$ cat src/rtl/lspf_pkg.sv
// Package for the LiDAR scan point filter: widths, constants, register codes,
// the arctangent table and the transaction type passed between pipeline cells.
// No dependencies.
package lspf_pkg;

  localparam int RANGE_W  = 16;
  localparam int COORD_W  = 17;
  localparam int ANGLE_W  = 18;
  localparam int START_W  = 16;
  localparam int STEP_W   = 11;
  localparam int STRIDE_W = 8;
  localparam int MAXR_W   = 17;
  localparam int CFG_W    = 17;
  localparam int CFG_AW   = 2;

  localparam int XW = 36;
  localparam int ZW = 34;
  localparam int RW = 40;
  localparam int PW = 33;
  localparam int GAIN_PROD_W = 46;

  localparam int CORDIC_STAGES_DEF   = 16;
  localparam int ANGLE_FRAC_BITS_DEF = 13;

  localparam longint PI_Q30      = 64'sd3373259426;
  localparam longint HALF_PI_Q30 = PI_Q30 / 2;
  localparam longint TWO_PI_Q30  = 2 * PI_Q30;
  localparam longint GAIN_Q30    = 64'sd652032874;

  localparam logic [MAXR_W-1:0]          MAX_RANGE_RST     = 17'h10000;
  localparam logic signed [START_W-1:0]  ANGLE_START_RST   = -16'sd25736;
  localparam logic [STEP_W-1:0]          ANGLE_STEP_RST    = 11'd36;
  localparam logic [STRIDE_W-1:0]        SAMPLE_STRIDE_RST = 8'd1;

  typedef enum logic [CFG_AW-1:0] {
    REG_MAX_RANGE,
    REG_ANGLE_START,
    REG_ANGLE_STEP,
    REG_SAMPLE_STRIDE
  } lspf_reg_t;

  typedef struct packed {
    logic                 last;
    logic                 kept;
    logic                 zneg;
    logic                 neg;
    logic signed [XW-1:0] x;
    logic signed [XW-1:0] y;
    logic [RW-1:0]        z;
  } lspf_item_t;

  function automatic logic [29:0] atan_q30(input int unsigned idx);
    logic [29:0] v;
    case (idx)
      0:  v = 30'd843314856;
      1:  v = 30'd497837829;
      2:  v = 30'd263043836;
      3:  v = 30'd133525158;
      4:  v = 30'd67021686;
      5:  v = 30'd33543515;
      6:  v = 30'd16775850;
      7:  v = 30'd8388437;
      8:  v = 30'd4194282;
      9:  v = 30'd2097149;
      10: v = 30'd1048575;
      11: v = 30'd524287;
      12: v = 30'd262143;
      13: v = 30'd131071;
      14: v = 30'd65535;
      15: v = 30'd32767;
      16: v = 30'd16383;
      17: v = 30'd8191;
      18: v = 30'd4095;
      19: v = 30'd2047;
      20: v = 30'd1023;
      21: v = 30'd511;
      22: v = 30'd255;
      23: v = 30'd127;
      default: v = '0;
    endcase
    return v;
  endfunction

endpackage

$ cat src/rtl/lspf_cordic_cell.sv
// One CORDIC rotation stage: shifts by STAGE and steers toward zero angle.
// Uses lspf_pkg for the transaction type and the arctangent table.
module lspf_cordic_cell #(
  parameter int STAGE = 0
) (
  input  logic                 clk,
  input  logic                 rst,
  input  logic                 up_valid,
  input  lspf_pkg::lspf_item_t up_item,
  output logic                 up_ready,
  output logic                 dn_valid,
  output lspf_pkg::lspf_item_t dn_item,
  input  logic                 dn_ready
);
  import lspf_pkg::*;

  localparam logic signed [ZW-1:0] ATAN = signed'(ZW'(atan_q30(STAGE)));

  lspf_item_t           item_next;
  logic signed [XW-1:0] dx;
  logic signed [XW-1:0] dy;
  logic signed [ZW-1:0] zc;
  logic signed [ZW-1:0] zn;

  assign up_ready = !dn_valid || dn_ready;

  always_comb begin
    item_next = up_item;
    zc        = signed'(up_item.z[ZW-1:0]);
    dx        = up_item.y >>> STAGE;
    dy        = up_item.x >>> STAGE;
    if (zc >= 0) begin
      item_next.x = up_item.x - dx;
      item_next.y = up_item.y + dy;
      zn          = zc - ATAN;
    end else begin
      item_next.x = up_item.x + dx;
      item_next.y = up_item.y - dy;
      zn          = zc + ATAN;
    end
    item_next.z = RW'(zn);
  end

  always_ff @(posedge clk) begin
    if (rst) begin
      dn_valid <= 1'b0;
    end else if (up_ready) begin
      dn_valid <= up_valid;
    end
  end

  always_ff @(posedge clk) begin
    if (up_ready && up_valid) begin
      dn_item <= item_next;
    end
  end

endmodule

$ cat config.mk
export PLATFORM = sky130hd
export DESIGN_NAME = lspf_cordic_cell
export DESIGN_NICKNAME = d
export VERILOG_FILES = /design/src/rtl/lspf_pkg.sv /design/src/rtl/lspf_cordic_cell.sv
export SDC_FILE = /design/constraint.sdc
export NUM_CORES = 1
export LEC_CHECK = 0
export ABC_AREA = 0
export BUFFER_PORTS_ARGS = -buffer_cell sky130_fd_sc_hd__buf_2
export CAP_MARGIN = 20
export CORE_MARGIN = 2
export CORE_UTILIZATION = 56
export CTS_CLUSTER_DIAMETER = 40
export CTS_CLUSTER_SIZE = 12
export DETAILED_ROUTE_END_ITERATION = 8
export HOLD_SLACK_MARGIN = 0.12
export PLACE_DENSITY_LB_ADDON = 0.1
export SYNTH_ARGS = -nofsm -noshare
export SYNTH_HDL_FRONTEND = slang
export SYNTH_SLANG_ARGS = --single-unit
$ cat constraint.sdc
create_clock -name clk -period 5.3 [get_ports clk]
set_input_delay 0.53 -clock clk [delete_from_list [all_inputs] [get_ports clk]]
set_output_delay 0.53 -clock clk [all_outputs]
set_load 0.02 [all_outputs]
==> Word level (Yosys, flattened, before mapping) <==
Cells that the tools add are included.
{ "word_totals": {"memories": 0, "output_inout_bits": 118, "latch_bits": 0, "regBits": 111, "mem_bits_ro": 0, "ram_bits": 0, "in_bits": 120} }
{ "classes": {"eq_ne": 0, "muxes": 2, "div_mod_pow": 0, "n_bitwise": 0, "addsub": 5, "multipliers": 0, "shift": 0, "magnitude_cmp": 1, "n_reduce_logical": 3} }
{ "ops": {"columns": ["operator", "count"], "rows": [
  ["$mux 72", 1],
  ["$sub 36x36->36", 2],
  ["$add 36x36->36", 1],
  ["$add 34x31->34 const B", 1],
  ["$ge 34x1->1 const B", 1],
  ["$mux 34", 1],
  ["$sub 34x31->34 const B", 1],
  ["$logic_and 1x1->1", 1],
  ["$logic_not 1->1", 1],
  ["$logic_or 1x1->1", 1]
]} }

==> Logic depth before layout (Yosys ltp) <==
{ "logic_depth": {"ltp_word": 3, "mapped_depth": 19, "depth_no_buf": 17} }

==> Least setup slack after synthesis <==
No wires, ideal clock.
{ "synth_timing": {"path_type": "input-to-reg", "from": "input port up_item[33] in the netlist's numbering", "to": "register dn_item[31] in the netlist's numbering (data pin)", "path_buffers": 2, "setup_time_ns": 0.259, "path_stages": 18, "arrival_time_ns": 4.338, "path_slack_ns": 0.702, "path_cell_list": "inv_1 ha_1 nor4b_1 nand4_1 nor3_1 nand2b_1 clkbuf_1 buf_1 ha_1 o21a_1 o31a_1 o21ai_1 a21oi_1 o41ai_2 o221ai_1 a21o_1 a41oi_1 xnor2_1"} }
{ "synth_lines": {"columns": ["item", "line_no", "rtl"], "rows": [
  ["start, declared", "lspf_cordic_cell.sv:9", "input lspf_pkg::lspf_item_t up_item,"],
  ["end signal, assigned", "lspf_cordic_cell.sv:54", "dn_item <= item_next;"],
  ["end, declared", "lspf_cordic_cell.sv:12", "output lspf_pkg::lspf_item_t dn_item,"]
]} }

==> run metrics <==
status completed; Synthesis Warnings 0; ys async rst share 0%; CTS buffer count 9; largest net degree at the start of global routing 68; GPL Wtd Cong 0.9763; synthesized area 11,470 um2; syn nets 1,622; commonest non-fill, non-tap cell in the layout buf_2; Max-Cap Viols 0; startpoint types input port; total global routing overflow 0; Final Hold Vio Count 0; share of cells above drive strength 1 18.01%; Reg clk slew, reported paths 0.08 ns; Post-Route Setup TNS 0 ns; most frequent cells in the layout buf_2 (231), a21oi_1 (177), ha_1 (135); dpl ws 0.5361 ns; Leakage 5.769 nW; Tmin final 4.386 ns; critical path endpoint category register; Total GRT Usage 31.55%; DRC 0; cells after synthesis 1,363; final wirelength 35,100 um; Pwr per Cell Area 250.0 nW/um2; number of top-level pins 238; row count 52; Req. time, crit path 5.42 ns; Detailed Place HPWL 27,510 um; fin crit share 82.76%; Avg Vias per Cell 6.068; met1 global-route usage 44.37%; Die ar. 21,650 um2; worst slew pin tran 1.115 ns; worst r2r src dn_valid; Worst Setup SP up_item[4]; diode count 0; worst skew pair latency 0.36 ns; fin worst setup slack 0.9139 ns; EDFF count, synth 109; M3 GR Usage 4.130%; GRT busiest layer met2; total core area 20,170 um2; clock root buffer clkbuf_16; DR vias 11,075; routed wire length per instance 19.23 um; Die W 147.1 um; P&R area growth vs syn 13.40%; count of different cell masters after synthesis 79; Die Span Y 147.1 um; met2 Usage GRT 51.50%; post-synthesis register bit count 110; Seq/Total Area, Yosys 28.70%; Net count, final 1,809; Hold Crit Start rst; most used flip-flop cell after synthesis edfxtp_1; final clock skew 0.008227 ns; global-route wire length before repair 54,650 um; worst hold path class in -> reg; CTS sink cnt 110; Clock Tree Buf Depth 2; Slew headroom 23.74%; critical path class in -> reg; vias in the first global route 10,218; fin. max-slew vios 0; Port Buffers 231; CP arrival 4.50 ns; Starting Density 56.89%; First-pass DRT Iterations 7; RSZ-0062 raised after global routing false; Hold Buf Count CTS 0; Max Clock Freq 228.0 MHz; # setup viols final 0; setup repair bufs after CTS 0; critical-path maximum fanout 15; initial antenna violation count 0; CTS H-tree lvls 3; worst vdd ir 0.0001575 V; CTS tree built; Post-DRT Antenna Nets 0; Mean Syn Cell Area 8.419 um2; CTS resizes 0; DRT iter0 DRCs 985
## critical path, cell delays in order
cell	delay (ns)
buf_2	0.12
nor4_1	0.47
nand4_1	0.14
nor3_1	0.26
nand2b_2	0.29
inv_2	0.19
ha_1	0.38
nor2b_1	0.17
o31a_1	0.25
o21ai_1	0.22
a21oi_1	0.14
o41ai_2	0.47
nand2_1	0.28
a311o_1	0.33
a21oi_1	0.17
xnor2_1	0.09
## sequential cells by signal (all words and copies together), names as in the netlist
signal and cells:
dn_valid 1, dn_item 109
## final timing paths
kind	to	slack (ns)	cells after the start
hold / removal	dn_valid	0.32	2
setup reg to reg	dn_item[66]	3.15	3
hold reg to reg	dn_valid	0.52	2
setup / recovery	dn_item[29]	0.91	16
## routing by layer
layer	routed length (um)	part of all wire, %
met4	808	2.3
met2	16020	46
met3	2552	7.3
met1	15720	45
met5	0	0
## cell type report
class                   count  area [um2]
clock inverters             6       57.56
flip-flops and latches    110        3293
clock buffers              10       239.0
well taps                 270       337.8
multi-input cells        1075        7448
inverters                 118       442.9
fillers                  1794        7157
repair buffers            236        1194
## synthesized netlist by cell type (all sizes together), types with 26 or more instances
cell    instances  area share [%]
buf            34             1.7
o21bai         35             2.3
inv           118             3.9
ha            135              15
clkbuf         26            0.85
nand2          89             2.9
nor3           30             1.4
nor2          109             3.6
xnor2          77             5.9
a21oi         177             7.7
o21ai         101             4.5
edfxtp        109              29
## cells by family after synthesis
logic type / count (synthesis) / share of synthesized area (%)
flops: 110 / 28.70
buf+inv: 178 / 6.433
compound gates: 468 / 25.76
xor+xnor: 93 / 7.098
mux: 15 / 1.308
simple gates: 360 / 15.29
fa+ha+maj: 139 / 15.42
## report_power, final
group          switching, mW  total (mW)  leakage (nW)  internal [mW]
clock network          0.371       0.713         0.143          0.342
logic                  0.900        1.39          4.56          0.488
registers             0.0302        1.15          1.06           1.12
## stage by stage
stage | cell area (um2) | cells | util (%) | hold slack, ns | power [mW]
5_1_grt | 13010 | 1825 | 64.52 | 0.3189 | 3.412
2_1_floorplan | 11470 | 1363 | - | 0.5991 | 2.125
3_5_place_dp | 12720 | 1809 | 63.05 | 0.5107 | 2.530
4_1_cts | 13010 | 1825 | 64.52 | 0.3143 | 3.235
3_3_place_gp | 12720 | 1809 | 63.05 | 0.4963 | 2.516
6_report | 13010 | 1825 | 64.52 | 0.3160 | 3.253
Note: power is estimated with default switching activity, not from simulation.
