$ cat config.mk
export PLATFORM = sky130hd
export DESIGN_NAME = lspf_out
export DESIGN_NICKNAME = d
export VERILOG_FILES = /design/src/rtl/lspf_pkg.sv /design/src/rtl/lspf_out.sv
export SDC_FILE = /design/constraint.sdc
export NUM_CORES = 1
export LEC_CHECK = 0
export BUFFER_PORTS_ARGS = -buffer_cell sky130_fd_sc_hd__buf_2
export CORE_UTILIZATION = 30
export CTS_CLUSTER_DIAMETER = 100
export DETAILED_ROUTE_END_ITERATION = 10
export PLACE_DENSITY = 0.61
export SKIP_CTS_REPAIR_TIMING = 1
export SYNTH_ARGS = -nofsm -noshare
export SYNTH_HDL_FRONTEND = slang
export SYNTH_SLANG_ARGS = --single-unit
$ cat constraint.sdc
create_clock -name clk -period 6.2 [get_ports clk]
set_input_delay 0.93 -clock clk [delete_from_list [all_inputs] [get_ports clk]]
set_output_delay 0.93 -clock clk [all_outputs]
set_load 0.02 [all_outputs]
$ cat src/rtl/lspf_pkg.sv
// Package for the LiDAR scan point filter: widths, constants, register codes,
// the arctangent table and the transaction type passed between pipeline cells.
// No dependencies.
package lspf_pkg;

  localparam int RANGE_W  = 16;
  localparam int COORD_W  = 17;
  localparam int ANGLE_W  = 18;
  localparam int START_W  = 16;
  localparam int STEP_W   = 11;
  localparam int STRIDE_W = 8;
  localparam int MAXR_W   = 17;
  localparam int CFG_W    = 17;
  localparam int CFG_AW   = 2;

  localparam int XW = 36;
  localparam int ZW = 34;
  localparam int RW = 40;
  localparam int PW = 33;
  localparam int GAIN_PROD_W = 46;

  localparam int CORDIC_STAGES_DEF   = 16;
  localparam int ANGLE_FRAC_BITS_DEF = 13;

  localparam longint PI_Q30      = 64'sd3373259426;
  localparam longint HALF_PI_Q30 = PI_Q30 / 2;
  localparam longint TWO_PI_Q30  = 2 * PI_Q30;
  localparam longint GAIN_Q30    = 64'sd652032874;

  localparam logic [MAXR_W-1:0]          MAX_RANGE_RST     = 17'h10000;
  localparam logic signed [START_W-1:0]  ANGLE_START_RST   = -16'sd25736;
  localparam logic [STEP_W-1:0]          ANGLE_STEP_RST    = 11'd36;
  localparam logic [STRIDE_W-1:0]        SAMPLE_STRIDE_RST = 8'd1;

  typedef enum logic [CFG_AW-1:0] {
    REG_MAX_RANGE,
    REG_ANGLE_START,
    REG_ANGLE_STEP,
    REG_SAMPLE_STRIDE
  } lspf_reg_t;

  typedef struct packed {
    logic                 last;
    logic                 kept;
    logic                 zneg;
    logic                 neg;
    logic signed [XW-1:0] x;
    logic signed [XW-1:0] y;
    logic [RW-1:0]        z;
  } lspf_item_t;

  function automatic logic [29:0] atan_q30(input int unsigned idx);
    logic [29:0] v;
    case (idx)
      0:  v = 30'd843314856;
      1:  v = 30'd497837829;
      2:  v = 30'd263043836;
      3:  v = 30'd133525158;
      4:  v = 30'd67021686;
      5:  v = 30'd33543515;
      6:  v = 30'd16775850;
      7:  v = 30'd8388437;
      8:  v = 30'd4194282;
      9:  v = 30'd2097149;
      10: v = 30'd1048575;
      11: v = 30'd524287;
      12: v = 30'd262143;
      13: v = 30'd131071;
      14: v = 30'd65535;
      15: v = 30'd32767;
      16: v = 30'd16383;
      17: v = 30'd8191;
      18: v = 30'd4095;
      19: v = 30'd2047;
      20: v = 30'd1023;
      21: v = 30'd511;
      22: v = 30'd255;
      23: v = 30'd127;
      default: v = '0;
    endcase
    return v;
  endfunction

endpackage

$ cat src/rtl/lspf_out.sv
// Output stage: applies the half-turn sign, rounds Q16 to mm, saturates and
// holds the result register toward the consumer. Uses lspf_pkg.
module lspf_out (
  input  logic                              clk,
  input  logic                              rst,
  input  logic                              up_valid,
  input  lspf_pkg::lspf_item_t              up_item,
  output logic                              up_ready,
  output logic                              out_valid,
  input  logic                              out_stall,
  output logic signed [lspf_pkg::COORD_W-1:0] point_x,
  output logic signed [lspf_pkg::COORD_W-1:0] point_y,
  output logic                              point_valid,
  output logic                              end_of_scan
);
  import lspf_pkg::*;

  localparam logic signed [XW:0] RND  = (XW + 1)'(32768);
  localparam logic signed [XW:0] CMAX = (XW + 1)'(65535);

  function automatic logic signed [COORD_W-1:0] round_sat(
    input logic signed [XW-1:0] v,
    input logic                 neg
  );
    logic signed [XW:0]      e;
    logic signed [XW:0]      r;
    logic signed [COORD_W-1:0] res;
    e = (XW + 1)'(v);
    if (neg) begin
      e = -e;
    end
    r = (e + RND) >>> 16;
    if (r > CMAX) begin
      res = COORD_W'(CMAX);
    end else if (r < -CMAX) begin
      res = COORD_W'(-CMAX);
    end else begin
      res = r[COORD_W-1:0];
    end
    return res;
  endfunction

  assign up_ready = !out_valid || !out_stall;

  always_ff @(posedge clk) begin
    if (rst) begin
      out_valid <= 1'b0;
    end else if (up_ready) begin
      out_valid <= up_valid;
    end
  end

  always_ff @(posedge clk) begin
    if (up_ready && up_valid) begin
      point_x     <= up_item.kept ? round_sat(up_item.x, up_item.neg) : '0;
      point_y     <= up_item.kept ? round_sat(up_item.y, up_item.neg) : '0;
      point_valid <= up_item.kept;
      end_of_scan <= up_item.last;
    end
  end

endmodule

# Word level (Yosys, flattened, before mapping)
# Cells that the tools add are included.
dict set report word_totals {
  ff_bits 37
  in_bits 120
  out_inout_bits 38
  wordCells 30
}
dict set report classes {
  addsub 4
  magnitude_cmp 4
  n_mux 8
  bitwise 1
  reduce_logical 6
}
# cell count
set ops {}
lappend ops {{2-to-1 mux 37 bit} 4}
lappend ops {{adder 37 x 17 -> 37 bit (second input constant)} 2}
lappend ops {{negation 36 -> 37 bit} 2}
lappend ops {{greater-than comparator 21 x 17 -> 1 bit (second input constant)} 2}
lappend ops {{< comparator 21 x 17 -> 1 bit (second input constant)} 2}
lappend ops {{2-to-1 mux 17 bit} 2}
lappend ops {{2-to-1 mux 16 bit} 2}
lappend ops {{OR reduction 2 bit} 2}
lappend ops {{logical NOT 1 bit} 2}
lappend ops {{logical AND 1 bit} 1}
lappend ops {{logical OR 1 bit} 1}
lappend ops {{inverter 1 bit} 1}

# Longest topological paths before layout
dict set report logic_depth {
  ltp_word 8
  ltp_mapped 19
}

# Worst setup path before layout
# Ideal clock, no wire load.
dict set report synth_path {
  path_type {input port to flip-flop}
  from {input up_item[112] in the netlist's numbering}
  to {register point_y[0] in the netlist's numbering, data pin}
  setup_time_ns 0.261
  arrival_ns 5.292
  t_required_ns 5.939
  setup_slack_ns 0.648
  stages 18
  n_path_buf 7
  path_cell_list {clkbuf_1 > clkbuf_1 > buf_1 > buf_1 > clkbuf_1 > clkbuf_1 > nand2_1 > xnor2_1 > ha_1 > inv_1 > o41a_1 > nor4_1 > buf_4 > nand3_2 > xor2_1 > a311oi_4 > o311ai_0 > o311a_1}
}
dict set report synth_via {
  elab_chain_len 6
  elab_cells_between_ends 7
  classes_between {add/sub: 1; order compare: 2; mux: 4}
}
# item line_no
set synth_lines {}
lappend synth_lines {{start, declared} lspf_out.sv:7} ;# input lspf_pkg::lspf_item_t up_item,
lappend synth_lines {{2-to-1 mux 37 bit *} lspf_out.sv:29} ;# if (neg) begin
lappend synth_lines {{2-to-1 mux 37 bit *} lspf_out.sv:54} ;# if (up_ready && up_valid) begin
lappend synth_lines {{adder 37 x 17 -> 37 bit *} lspf_out.sv:32} ;# r = (e + RND) >>> 16;
lappend synth_lines {{< comparator 21 x 17 -> 1 bit} lspf_out.sv:35} ;# end else if (r < -CMAX) begin
lappend synth_lines {{2-to-1 mux 17 bit} lspf_out.sv:35}
lappend synth_lines {{2-to-1 mux 16 bit *} lspf_out.sv:33} ;# if (r > CMAX) begin
lappend synth_lines {{end signal, assigned} lspf_out.sv:56} ;# point_y <= up_item.kept ? round_sat(up_item.y, up_item.neg) : '0;
lappend synth_lines {{end, declared} lspf_out.sv:12} ;# output logic signed [lspf_pkg::COORD_W-1:0] point_y,
# Mark *: on every way between the ends. The rest lies on a longest branch, timed or not. The select of a mux whose other input is x is not followed.
# A chain may end at the register's enable or synchronous reset.

# Worst setup path in the final report
dict set report layout_path {
  from {input up_item[50] in the netlist's numbering}
  to {register point_y[2] in the netlist's numbering, data pin}
}
dict set report layout_via {
  elab_chain_len 7
  elab_cells_between_ends 8
  classes_between {add/sub: 2; order compare: 2; mux: 4}
}
# item line_no
set layout_lines {}
lappend layout_lines {{negation 36 -> 37 bit} lspf_out.sv:30} ;# e = -e;
lappend layout_lines {{2-to-1 mux 37 bit *} lspf_out.sv:29}
lappend layout_lines {{2-to-1 mux 37 bit *} lspf_out.sv:54}
lappend layout_lines {{adder 37 x 17 -> 37 bit *} lspf_out.sv:32}
lappend layout_lines {{< comparator 21 x 17 -> 1 bit} lspf_out.sv:35}
lappend layout_lines {{2-to-1 mux 17 bit} lspf_out.sv:35}
lappend layout_lines {{2-to-1 mux 16 bit *} lspf_out.sv:33}
# Marks and branches as above.

==> impl_metrics.sql <==
INSERT INTO impl_metrics (metric_group, metric, value, unit) VALUES
('die', 'dieHeight', '127', 'microns'),
('die', 'initial_utilization', '30.9', '%'),
('placement', 'placed_cells', '900', ''),
('clocking', 'root_buffer', 'sky130_fd_sc_hd__clkbuf_16', ''),
('synthesis', 'synth_seq_area_share', '23.4', '%'),
('timing', 'final-max-slew-violation-count', '0', ''),
('placement', 'detailedPlacementHpwl', '10500', 'microns'),
('setup_path', 'startpoint_type', 'input port', ''),
('clocking', 'cts-htree-levels', '2', ''),
('die', 'ioPinCount', '158', ''),
('hold_path', 'hp-class', 'flip-flop to flip-flop', ''),
('cells_and_area', 'postLayoutCellArea', '0.00564', 'sq mm'),
('synthesis', 'synth-compound-area-share', '26.0', '%'),
('timing', 'max_freq', '201', 'MHz'),
('synthesis', 'synth_top_area_share', '23.0', '%'),
('die', 'die_width', '127', 'microns'),
('synthesis', 'synth_enable_flop_cells', '36', ''),
('setup_path', 'endpoint_kind', 'flip-flop', ''),
('setup_path', 'worst-setup-path-type', 'input port to flip-flop', ''),
('timing', 'grt_setup_unrepaired', 'no', ''),
('detailed_routing', 'drt_pre_antenna_iters', '7', ''),
('placement', 'placement.io_buffers', '116', ''),
('cells_and_area', 'final_cell_count_no_fill', '910', ''),
('cells_and_area', 'layout.cells.most_common', 'sky130_fd_sc_hd__buf_2', ''),
('synthesis', 'largest_family_of_logic_cells_by_synthesized_area', 'simple AND/OR/NAND/NOR gates', ''),
('timing', 'fin_skew', '0.00332', 'ns'),
('setup_path', 'cp_num_buf_inv', '3', ''),
('detailed_routing', 'route.detailed.drc', '0', ''),
('detailed_routing', 'drt-vias-per-instance', '5.38', ''),
('clocking', 'cts_buffers', '5', ''),
('timing', 'timing.slew.headroom', '34.3', '%'),
('synthesis', 'post_synthesis_sequential_element_count', '37', ''),
('cells_and_area', 'finalCoreUtilization', '37.0', '%'),
('synthesis', 'synthFlopType', 'sky130_fd_sc_hd__edfxtp_1', ''),
('detailed_routing', 'wl', '13300', 'microns'),
('status', 'run_status', 'finished, final reports clean', ''),
('setup_path', 'cp.required', '6.15', 'ns'),
('synthesis', 'synth-simple-area-share', '30.0', '%'),
('power', 'p_per_area', '158', 'mW/mm^2'),
('timing', 'finalSetupViolCount', '0', ''),
('synthesis', 'synth-adder-area-share', '0.531', '%'),
('global_routing', 'gr-total-overflow', '0', ''),
('synthesis', 'count_of_yosys_warnings_during_synthesis', '0', ''),
('detailed_routing', 'detailroute.via_count', '4896', ''),
('global_routing', 'antenna_found_initial', '1', ''),
('clocking', 'path_clk_slew', '0.05', 'ns'),
('run', 'maximum_capacitance_violations', '0', ''),
('detailed_routing', 'detail_route.iter0.violations', '409', ''),
('synthesis', 'synth_area', '0.00471', 'sq mm'),
('detailed_routing', 'detail-route-antenna-nets', '0', ''),
('timing', 'post-route-period-util', '80.1', '%'),
('clocking', 'numClockSinks', '37', ''),
('clocking', 'clock_latency', '0.28', 'ns'),
('synthesis', 'post_synthesis_net_count', '723', ''),
('die', 'row_count', '45', ''),
('placement', 'postPlaceCellArea', '0.00547', 'sq mm'),
('timing', 'final_hold_viol_count', '0', ''),
('timing', 'final.min_clock_period', '4.96', 'ns'),
('global_routing', 'global_route_wire_length_before_repair', '22200', 'microns'),
('synthesis', 'yosys.area_share.xor_xnor', '12.5', '%'),
('synthesis', 'post_synth_mux_area_share', '2.39', '%'),
('synthesis', 'yosys.area.top_type', 'sky130_fd_sc_hd__edfxtp_1', ''),
('placement', 'gp_congestion', '0.832', ''),
('clocking', 'tritoncts', 'yes', ''),
('placement', 'preCtsSetupSlack', '0.941', 'ns'),
('cells_and_area', 'layout_common_cells', 'sky130_fd_sc_hd__buf_2 (116), sky130_fd_sc_hd__nand2_1 (47), sky130_fd_sc_hd__xnor2_1 (47)', ''),
('setup_path', 'crit_family', 'compound AO/OA/AOI/OAI gates', ''),
('detailed_routing', 'wl_per_cell', '14.6', 'microns'),
('power', 'cellLeakagePower', '2.09', 'nW'),
('synthesis', 'synth_area_per_cell', '7.83', 'sq um'),
('cells_and_area', 'layout-area-overhead-vs-synth', '19.8', '%');
-- flip-flops by register name, summed over array words and instances (netlist names) --
signal and count:
point_valid 1, end_of_scan 1, point_y 17, point_x 17
out_valid 1
-- path summary, 6_finish.rpt --
kind	start	endpoint	slack [ns]	cells after the start
setup / recovery	up_item[50]	point_y[2]	1.24	15
hold / removal	out_valid	out_valid	0.50	2
setup reg to reg	out_valid	point_y[8]	4.96	3
hold reg to reg	out_valid	out_valid	0.50	2
-- per-layer routing --
| metal | vias to the layer above | global-route usage (%) | wire, microns |
|---|---|---|---|
| met4 | 0 | 4.34 | 66 |
| li1 | 2483 | - | - |
| met2 | 167 | 23.9 | 5560 |
| met5 | - | 0 | 0 |
| met1 | 2242 | 25.8 | 6830 |
| met3 | 4 | 2.05 | 823 |
-- layout make-up --
cell class | instances | area, sq um
repair buffers | 126 | 656
clock buffers | 6 | 129
fillers | 1593 | 9620
well taps | 211 | 264
clock inverters | 2 | 33.8
flip-flops and latches | 37 | 1100
inverters | 23 | 86.3
diodes | 2 | 5.00
multi-input cells | 503 | 3370
-- stage by stage --
stage | total power [mW] | hold WS (ns)
after detailed placement | 0.623 | 0.508
after floorplan | 0.524 | 0.589
after CTS | 0.902 | 0.521
after global placement | 0.621 | 0.496
after global routing | 0.947 | 0.558
final | 0.893 | 0.503
-- cell families after synthesis --
kind of cell,after synthesis
xor+xnor,67
mux,11
buf+inv,61
compound gates,167
simple gates,256
flops,37
fa+ha+maj,2
-- synthesized netlist by cell type (all sizes together), types with 5 or more instances --
master	number
or2	7
edfxtp	36
a31oi	8
o21ai	25
buf	10
inv	22
o41ai	7
clkbuf	28
and3	12
nand3	38
or4	5
nor2	46
nand3b	6
o31ai	12
nor4	17
o31a	7
xnor2	47
o211ai	5
xor2	20
a21oi	37
nand2	47
or3	5
nand4	12
and2	7
nand2b	8
a22oi	11
nor3	23
nand4b	5
mux2i	9
-- power by group --
part	total, mW	switching [mW]	internal, mW
Combinational	0.314	0.196	0.117
Clock	0.275	0.0865	0.188
Sequential	0.305	0.00415	0.301
-- worst reg2reg max path, delay by kind of cell (launching register included) --
family | cells | cell delay, ns
buffers and inverters | 1 | 0.39
flip-flops | 1 | 0.31
AND/OR/NAND/NOR | 2 | 0.18
Note: power is estimated with default switching activity, not from simulation.
