[config.mk]
export PLATFORM = sky130hd
export DESIGN_NAME = lspf_front
export DESIGN_NICKNAME = d
export VERILOG_FILES = /design/src/rtl/lspf_pkg.sv /design/src/rtl/lspf_front.sv
export SDC_FILE = /design/constraint.sdc
export NUM_CORES = 1
export LEC_CHECK = 0
export BUFFER_PORTS_ARGS = -buffer_cell sky130_fd_sc_hd__buf_2
export CELL_PAD_IN_SITES_DETAIL_PLACEMENT = 0
export CELL_PAD_IN_SITES_GLOBAL_PLACEMENT = 2
export CORE_ASPECT_RATIO = 1.4
export CORE_UTILIZATION = 42
export CTS_BUF_LIST = sky130_fd_sc_hd__clkbuf_4
export DETAILED_ROUTE_END_ITERATION = 7
export GPL_TIMING_DRIVEN = 0
export PLACE_DENSITY = 0.92
export REMOVE_ABC_BUFFERS = 1
export SLEW_MARGIN = 20
export SYNTH_ARGS = -nofsm -noshare
export SYNTH_HDL_FRONTEND = slang
export SYNTH_SLANG_ARGS = --single-unit
export TNS_END_PERCENT = 5
[constraint.sdc]
create_clock -name clk -period 11.15 [get_ports clk]
set_input_delay 2.23 -clock clk [delete_from_list [all_inputs] [get_ports clk]]
set_output_delay 2.23 -clock clk [all_outputs]
set_load 0.02 [all_outputs]
[src/rtl/lspf_pkg.sv]
// Package for the LiDAR scan point filter: widths, constants, register codes,
// the arctangent table and the transaction type passed between pipeline cells.
// No dependencies.
package lspf_pkg;

  localparam int RANGE_W  = 16;
  localparam int COORD_W  = 17;
  localparam int ANGLE_W  = 18;
  localparam int START_W  = 16;
  localparam int STEP_W   = 11;
  localparam int STRIDE_W = 8;
  localparam int MAXR_W   = 17;
  localparam int CFG_W    = 17;
  localparam int CFG_AW   = 2;

  localparam int XW = 36;
  localparam int ZW = 34;
  localparam int RW = 40;
  localparam int PW = 33;
  localparam int GAIN_PROD_W = 46;

  localparam int CORDIC_STAGES_DEF   = 16;
  localparam int ANGLE_FRAC_BITS_DEF = 13;

  localparam longint PI_Q30      = 64'sd3373259426;
  localparam longint HALF_PI_Q30 = PI_Q30 / 2;
  localparam longint TWO_PI_Q30  = 2 * PI_Q30;
  localparam longint GAIN_Q30    = 64'sd652032874;

  localparam logic [MAXR_W-1:0]          MAX_RANGE_RST     = 17'h10000;
  localparam logic signed [START_W-1:0]  ANGLE_START_RST   = -16'sd25736;
  localparam logic [STEP_W-1:0]          ANGLE_STEP_RST    = 11'd36;
  localparam logic [STRIDE_W-1:0]        SAMPLE_STRIDE_RST = 8'd1;

  typedef enum logic [CFG_AW-1:0] {
    REG_MAX_RANGE,
    REG_ANGLE_START,
    REG_ANGLE_STEP,
    REG_SAMPLE_STRIDE
  } lspf_reg_t;

  typedef struct packed {
    logic                 last;
    logic                 kept;
    logic                 zneg;
    logic                 neg;
    logic signed [XW-1:0] x;
    logic signed [XW-1:0] y;
    logic [RW-1:0]        z;
  } lspf_item_t;

  function automatic logic [29:0] atan_q30(input int unsigned idx);
    logic [29:0] v;
    case (idx)
      0:  v = 30'd843314856;
      1:  v = 30'd497837829;
      2:  v = 30'd263043836;
      3:  v = 30'd133525158;
      4:  v = 30'd67021686;
      5:  v = 30'd33543515;
      6:  v = 30'd16775850;
      7:  v = 30'd8388437;
      8:  v = 30'd4194282;
      9:  v = 30'd2097149;
      10: v = 30'd1048575;
      11: v = 30'd524287;
      12: v = 30'd262143;
      13: v = 30'd131071;
      14: v = 30'd65535;
      15: v = 30'd32767;
      16: v = 30'd16383;
      17: v = 30'd8191;
      18: v = 30'd4095;
      19: v = 30'd2047;
      20: v = 30'd1023;
      21: v = 30'd511;
      22: v = 30'd255;
      23: v = 30'd127;
      default: v = '0;
    endcase
    return v;
  endfunction

endpackage

[src/rtl/lspf_front.sv]
// Front end of the scan point filter: configuration registers, beam angle and
// stride tracking, range gate, pillar bands, gain multiply. Uses lspf_pkg.
module lspf_front #(
  parameter int ANGLE_FRAC_BITS = lspf_pkg::ANGLE_FRAC_BITS_DEF
) (
  input  logic                          clk,
  input  logic                          rst,
  input  logic                          cfg_we,
  input  logic [lspf_pkg::CFG_AW-1:0]   cfg_addr,
  input  logic [lspf_pkg::CFG_W-1:0]    cfg_wdata,
  input  logic                          in_valid,
  output logic                          in_stall,
  input  logic [lspf_pkg::RANGE_W-1:0]  range_mm,
  input  logic                          range_finite,
  input  logic                          scan_last,
  output logic                          dn_valid,
  output lspf_pkg::lspf_item_t          dn_item,
  input  logic                          dn_ready
);
  import lspf_pkg::*;

  localparam longint UNIT = longint'(1) << ANGLE_FRAC_BITS;
  localparam logic signed [PW-1:0] SCALE = 33'sd10000;
  localparam logic signed [PW-1:0] B0_LO = PW'(-25436 * UNIT);
  localparam logic signed [PW-1:0] B0_HI = PW'(-21564 * UNIT);
  localparam logic signed [PW-1:0] B1_LO = PW'(21564 * UNIT);
  localparam logic signed [PW-1:0] B1_HI = PW'(25436 * UNIT);
  localparam logic signed [PW-1:0] B2_LO = PW'(6064 * UNIT);
  localparam logic signed [PW-1:0] B2_HI = PW'(9936 * UNIT);
  localparam logic signed [PW-1:0] B3_LO = PW'(-9936 * UNIT);
  localparam logic signed [PW-1:0] B3_HI = PW'(-6064 * UNIT);

  logic [MAXR_W-1:0]          max_range;
  logic signed [START_W-1:0]  angle_start;
  logic [STEP_W-1:0]          angle_step;
  logic [STRIDE_W-1:0]        sample_stride;
  logic signed [ANGLE_W-1:0]  beam_angle;
  logic [STRIDE_W-1:0]        stride_count;

  logic                 accept;
  logic [STRIDE_W-1:0]  stride_eff;
  logic [STRIDE_W:0]    count_inc;
  logic                 cand;

  logic                      a_valid;
  logic [RANGE_W-1:0]        a_range;
  logic signed [ANGLE_W-1:0] a_angle;
  logic                      a_last;
  logic                      a_cand;
  logic [ANGLE_W-1:0]        a_abs;
  logic                      ready_a;

  logic                      b_valid;
  logic signed [PW-1:0]      b_lhs;
  logic signed [XW-1:0]      b_x0;
  logic [RW-1:0]             b_mag;
  logic                      b_zneg;
  logic                      b_last;
  logic                      b_cand;
  logic                      ready_b;
  logic [GAIN_PROD_W-1:0]    gain_prod;

  logic pillar;
  logic kept;
  logic ready_c;

  assign ready_c  = !dn_valid || dn_ready;
  assign ready_b  = !b_valid || ready_c;
  assign ready_a  = !a_valid || ready_b;
  assign in_stall = !ready_a;
  assign accept   = in_valid && ready_a;

  assign stride_eff = (sample_stride == '0) ? STRIDE_W'(1) : sample_stride;
  assign count_inc  = {1'b0, stride_count} + (STRIDE_W + 1)'(1);
  assign cand       = (stride_count == '0) && range_finite &&
                      ({1'b0, range_mm} < max_range);

  always_ff @(posedge clk) begin
    if (rst) begin
      max_range     <= MAX_RANGE_RST;
      angle_start   <= ANGLE_START_RST;
      angle_step    <= ANGLE_STEP_RST;
      sample_stride <= SAMPLE_STRIDE_RST;
      beam_angle    <= ANGLE_W'(ANGLE_START_RST);
      stride_count  <= '0;
    end else if (cfg_we) begin
      case (lspf_reg_t'(cfg_addr))
        REG_MAX_RANGE: begin
          max_range <= cfg_wdata[MAXR_W-1:0];
        end
        REG_ANGLE_START: begin
          angle_start  <= signed'(cfg_wdata[START_W-1:0]);
          beam_angle   <= ANGLE_W'(signed'(cfg_wdata[START_W-1:0]));
          stride_count <= '0;
        end
        REG_ANGLE_STEP: begin
          angle_step <= cfg_wdata[STEP_W-1:0];
        end
        REG_SAMPLE_STRIDE: begin
          sample_stride <= cfg_wdata[STRIDE_W-1:0];
        end
        default: begin
          max_range <= max_range;
        end
      endcase
    end else if (accept) begin
      if (scan_last) begin
        beam_angle   <= ANGLE_W'(angle_start);
        stride_count <= '0;
      end else begin
        beam_angle <= beam_angle + signed'(ANGLE_W'(angle_step));
        if (count_inc >= {1'b0, stride_eff}) begin
          stride_count <= '0;
        end else begin
          stride_count <= count_inc[STRIDE_W-1:0];
        end
      end
    end
  end

  always_ff @(posedge clk) begin
    if (rst) begin
      a_valid <= 1'b0;
    end else if (ready_a) begin
      a_valid <= in_valid && (cand || scan_last);
    end
  end

  always_ff @(posedge clk) begin
    if (accept) begin
      a_range <= range_mm;
      a_angle <= beam_angle;
      a_last  <= scan_last;
      a_cand  <= cand;
    end
  end

  assign a_abs     = a_angle[ANGLE_W-1] ? ANGLE_W'(-a_angle) : ANGLE_W'(a_angle);
  assign gain_prod = GAIN_PROD_W'(a_range) * GAIN_PROD_W'(GAIN_Q30);

  always_ff @(posedge clk) begin
    if (rst) begin
      b_valid <= 1'b0;
    end else if (ready_b) begin
      b_valid <= a_valid;
    end
  end

  always_ff @(posedge clk) begin
    if (ready_b && a_valid) begin
      b_lhs  <= PW'(a_angle) * SCALE;
      b_x0   <= XW'(gain_prod[GAIN_PROD_W-1:14]);
      b_mag  <= RW'(a_abs) << (30 - ANGLE_FRAC_BITS);
      b_zneg <= a_angle[ANGLE_W-1];
      b_last <= a_last;
      b_cand <= a_cand;
    end
  end

  assign pillar = (B0_LO <= b_lhs && b_lhs <= B0_HI) ||
                  (B1_LO <= b_lhs && b_lhs <= B1_HI) ||
                  (B2_LO <= b_lhs && b_lhs <= B2_HI) ||
                  (B3_LO <= b_lhs && b_lhs <= B3_HI);
  assign kept   = b_cand && !pillar;

  always_ff @(posedge clk) begin
    if (rst) begin
      dn_valid <= 1'b0;
    end else if (ready_c) begin
      dn_valid <= b_valid && (kept || b_last);
    end
  end

  always_ff @(posedge clk) begin
    if (ready_c && b_valid) begin
      dn_item.last <= b_last;
      dn_item.kept <= kept;
      dn_item.zneg <= b_zneg;
      dn_item.neg  <= 1'b0;
      dn_item.x    <= b_x0;
      dn_item.y    <= '0;
      dn_item.z    <= b_mag;
    end
  end

endmodule

After elaboration in Yosys (flattened, before gate mapping):

Index checks and enable logic that the tools add are counted.

* flip-flop bits (word level): 252
* output and inout bits: 118
* logic and storage cells: 89

* $add $sub $neg: 3
* multiply operators: 2
* $lt $le $gt $ge: 10
* eq/ne operators: 4
* multiplexer cells: 11
* reductions and logical operators: 34

Operators by type and width (number)
* 18-bit two-way mux: 4
* 29-bit by 33-bit <= comparator with 1-bit output, first input constant: 2
* 33-bit by 29-bit <= comparator with 1-bit output, second input constant: 2
* 8-bit two-way mux: 6
* 16-bit by 29-bit multiplier with 45-bit output, second input constant: 1
* 27-bit by 33-bit <= comparator with 1-bit output, first input constant: 1
* 28-bit by 33-bit <= comparator with 1-bit output, first input constant: 1
* 33-bit by 27-bit <= comparator with 1-bit output, second input constant: 1
* 33-bit by 28-bit <= comparator with 1-bit output, second input constant: 1
* 18-bit by 11-bit multiplier with 29-bit output, second input constant: 1
* 18-bit by 12-bit adder with 18-bit output: 1
* 18-bit negation: 1
* 16-bit by 17-bit < comparator with 1-bit output: 1
* 17-bit two-way mux: 1
* 8-bit logical NOT: 2
* 1-bit logical AND: 12
* 2-bit AND reduction: 5
* 8-bit by 1-bit adder with 9-bit output, second input constant: 1
* 9-bit by 8-bit greater-or-equal comparator with 1-bit output: 1
* 1-bit logical OR: 8
* 1-bit logical NOT: 5
* 2-bit equality test, second input constant: 2
* 2-bit by 1-bit equality test with 1-bit output, second input constant: 1
* 2-bit logical NOT: 1
* 2 further kinds: 2

Logic depth before layout (Yosys ltp):

* depth after elaboration: 9
* mapped depth: 23
* mapped depth without buffers: 23

Worst setup path before layout:

OpenSTA, ideal clock, no wires.

* kind: input to register
* start: input port dn_ready
* end: register b_cand (enable)
* setup time: 0.644 ns
* data arrival time: 8.201 ns
* required time: 10.506 ns
* slack: 2.305 ns
* cell stages on the path: 2
* buffers on the path: 0
* path through: nor2b_1 > a21boi_0

* word-level cells in the longest chain between the ends: 3

Ends and longest elaborated chain
* from (decl): line lspf_front.sv:18 `input logic dn_ready`
* 1-bit logical OR: line lspf_front.sv:67 `assign ready_c = !dn_valid || dn_ready;`
* 1-bit logical OR: line lspf_front.sv:68 `assign ready_b = !b_valid || ready_c;`
* 1-bit logical AND: line lspf_front.sv:150 `if (ready_b && a_valid) begin`
* to (signal assigned): line lspf_front.sv:156 `b_cand <= a_cand;`
* to (decl): line lspf_front.sv:59 `logic b_cand;`

Every way passes these cells.
A chain may end at the register's enable or synchronous reset.

Final worst setup path:

* start: register a_range[11]
* end: register b_x0[29], data pin

* word-level cells in the longest chain between the ends: 1

Ends and longest elaborated chain
* from (decl): line lspf_front.sv:46 `logic [RANGE_W-1:0] a_range;`
* from (signal assigned): line lspf_front.sv:131 `a_range <= range_mm;`
* 16-bit by 29-bit multiplier with 45-bit output: line lspf_front.sv:139 `assign gain_prod = GAIN_PROD_W'(a_range) * GAIN_PROD_W'(GAIN_Q30);`
* named net gain_prod[43]: line lspf_front.sv:61 `logic [GAIN_PROD_W-1:0] gain_prod;`
* to (signal assigned): line lspf_front.sv:152 `b_x0 <= XW'(gain_prod[GAIN_PROD_W-1:14]);`
* to (decl): line lspf_front.sv:55 `logic signed [XW-1:0] b_x0;`

The timed path passes the listed nets, and every way through them passes these cells.

==> metrics.txt <==
endpoint of the worst hold-timing path dn_item[18]; worst skew pair latency 800 ps; Root Driver sky130_fd_sc_hd__clkbuf_4; first-pass iteration count of the detailed router 5; Horiz. Die Dim 195.3 µm; Max Slew Vio Count 0; Finished Core Util about 47%; kind of capture point of the worst setup path register; initial core utilization 42.75%; NumNets Final 2820; number of flops mapped to enable cells by yosys 170; total of max-cap violations 0; global route overflow 0; source of the worst hold timing path b_mag[18]; synthesized netlist cell count 2118; DRC violation total after the first TritonRoute iteration 556; maximum number of pins on one net before global-route repair 61; first-pass GRT wire length slightly above 80 mm; share of flip-flops with an asynchronous set or reset 0%; number of global-route vias before repair 15750; worst r2r dst b_x0[29]; data arrival time of the critical path 7640 ps; total wire length roughly 52 mm; number of antenna violations at the first check in global routing 6; Top Ports 160; floorplan die height between 200 and 300 µm; most frequently used flop master after synthesis sky130_fd_sc_hd__edfxtp_1; Critical Path RT 11660 ps; buffer count from post-CTS setup fixing 0; period utilisation layout 64.03%; sequential cell area in the final layout slightly below 0.007 mm²; final hold violations 0; RD Place Congestion 0.9549; total cell area at the placement stage 0.02313 mm²; hold path cells 0; number of cells upsized or downsized after cts 0; maximum clock frequency ~140 MHz; mean post-synth cell area 10.37 µm²; sequential fraction of the synthesis area 30.63%; via density per instance roughly 5.1; run status finished, final reports clean; min Tclk post-route between 7000 and 8000 ps; row count 98; layout cells sized above 1 between 10% and 20%; core region area 0.05138 mm²; Max Root-Sink Buffers 3; worst-case reg-to-reg path depth 20; Design Area, Final 0.02401 mm²; largest fanout on the critical path 7; CTS sink count 251; post-detailed-route wirelength per cell around 18 µm; post-synthesis instance area 0.02196 mm²; ANT nets after route 0; port buffer count 96; Post-Route Skew about 94 ps; synthesized flop and latch total 251; clock tree from TritonCTS built; post-route DRC violation count 0; aggregate global-route resource usage 20.34%; Layout Area Growth over Synthesis 9.337%; # fillers 4896; maximum level of the CTS H-tree 3; multi-input logic area 0.01329 mm²; Die Area approximately 0.053 mm²; number of warnings issued by yosys 0; number of distinct library cells after synthesis 68; half-perimeter wire length after placement 42.40 mm; number of buffers inserted during clock tree synthesis between 60 and 70; Setup crit start kind register; worst hold path class register to register; RSZ-0062 raised after global routing no; CTS Hold Buffers Added 0; minimum setup slack among reg-to-reg paths 4010 ps; Clock transition at path regs approximately 80 ps; final setup fails 0; max_slew headroom between 20% and 30%; source of the worst register-to-register timing path a_range[11]; vias post-DR around 15000; type of the worst setup path register to register; Tightest Pin Transition 1052 ps
## cell families (layout without fill, tap and decap cells)
group | after synthesis | count (layout) | share of synthesized area (%)
muxes | 5 | 5 | 0.2279
adders and majority gates | 529 | 529 | 37.52
xor gates and xnor gates | 82 | 82 | 3.270
other | 1 | 65 | 0.01707
AOI/OAI and AO/OA | 320 | 320 | 9.600
and+or+nand+nor | 404 | 404 | 8.671
DFF | 251 | 251 | 30.63
buffers and inverters | 526 | 636 | 10.07
## placed cells by master, fill, tap and decap left out, drive strengths merged, types with 9 or more instances in the layout
cell | Yosys | final
xor2 | 25 | 25
xnor2 | 57 | 57
o211ai | 11 | 11
ha | 313 | 313
nor2 | 81 | 81
a21oi | 112 | 112
o21a | 11 | 11
a211oi | 16 | 16
nor2b | 11 | 11
conb | 1 | 63
a31oi | 14 | 14
nand2 | 159 | 159
inv | 420 | 421
fa | 216 | 216
or2 | 9 | 9
and3 | 15 | 15
nor3 | 23 | 23
a21o | 35 | 35
o21ai | 43 | 43
dfxtp | 81 | 81
nand3 | 39 | 39
clkbuf | 43 | 94
edfxtp | 170 | 170
buf | 63 | 107
nand2b | 16 | 16
## routing by layer
layer  up-vias  part of all wire [%]  GRT usage (%)
li1       7198                     -              -
met1      7275                    39          21.90
met2       323                    54          38.47
met3        91                   3.8          3.357
met4         8                   3.7          9.490
met5         -                  0.11              0
## through the flow
step / std cells / hold slack (ps) / worst slack (ps) / setup TNS, ps
finish: 2942 / 376.3 / 4011 / 0
global route: 2942 / 386.1 / 3657 / 0
CTS: 2940 / 362.8 / 3973 / 0
detailed placement: 2831 / 404.5 / 3991 / 0
global placement: 2820 / 400.8 / -1336 / -107160
floorplan: 2074 / 400.3 / 2305 / 0
## worst max-delay path: stages (launching register included)
cell and delay, ps:
sky130_fd_sc_hd__edfxtp_1 700, sky130_fd_sc_hd__ha_1 450, sky130_fd_sc_hd__inv_1 160, sky130_fd_sc_hd__fa_1 580
sky130_fd_sc_hd__fa_1 700, sky130_fd_sc_hd__inv_1 100, sky130_fd_sc_hd__fa_1 530, sky130_fd_sc_hd__fa_1 550
sky130_fd_sc_hd__inv_1 50, sky130_fd_sc_hd__fa_1 520, sky130_fd_sc_hd__inv_1 40, sky130_fd_sc_hd__ha_1 360
sky130_fd_sc_hd__a21oi_1 300, sky130_fd_sc_hd__nor3_1 90, sky130_fd_sc_hd__a211oi_1 230, sky130_fd_sc_hd__a21bo_2 310
sky130_fd_sc_hd__a31oi_2 270, sky130_fd_sc_hd__o21ai_1 170, sky130_fd_sc_hd__o31a_1 310, sky130_fd_sc_hd__and3_1 190
sky130_fd_sc_hd__o31a_1 230
## synthesized netlist by cell type, types with 13 or more instances
master	count	share of area, %
sky130_fd_sc_hd__dfxtp_1	81	7.4
sky130_fd_sc_hd__and3_1	15	0.43
sky130_fd_sc_hd__edfxtp_1	170	23
sky130_fd_sc_hd__fa_1	216	20
sky130_fd_sc_hd__ha_1	313	18
sky130_fd_sc_hd__inv_1	420	7.2
sky130_fd_sc_hd__a21oi_1	112	2.6
sky130_fd_sc_hd__nand3_1	39	0.89
sky130_fd_sc_hd__buf_4	63	2.2
sky130_fd_sc_hd__xor2_1	25	1.0
sky130_fd_sc_hd__a21o_1	35	1.2
sky130_fd_sc_hd__nor3_1	23	0.52
sky130_fd_sc_hd__nor2_1	81	1.4
sky130_fd_sc_hd__xnor2_1	57	2.3
sky130_fd_sc_hd__o21ai_0	41	0.93
sky130_fd_sc_hd__a211oi_1	16	0.55
sky130_fd_sc_hd__nand2_1	159	2.7
sky130_fd_sc_hd__clkbuf_1	43	0.73
sky130_fd_sc_hd__nand2b_1	16	0.46
sky130_fd_sc_hd__a31oi_1	13	0.37
## final cells by class
type,count,area share [%]
Antenna cell,2,0.02084
Clock buffer,94,2.939
Clock inverter,15,0.7347
Inverter,420,6.565
Multi-Input combinational cell,1403,55.36
Sequential cell,251,28.01
Tap cell,650,3.387
Timing Repair Buffer,107,2.986
## worst max path at each step
stage          slack (ps)        start        to
6_report             4010  a_range[11]  b_x0[29]
3_3_place_gp        -1340     dn_ready   b_x0[3]
4_1_cts              3970  a_range[14]  b_x0[29]
3_5_place_dp         3990  a_range[14]  b_x0[29]
5_1_grt              3660  a_range[11]  b_x0[29]
2_1_floorplan        2310     dn_ready    b_cand
## sequential cells by signal, indices dropped and copies added, names as in the netlist, 17 cells and up
signal,cells
a_angle,18
b_lhs,28
b_mag,18
b_x0,32
beam_angle,18
dn_item,53
max_range,17
Power is not shown: default switching activity piles up to over one toggle a cycle in this logic, so the estimate is an artifact.
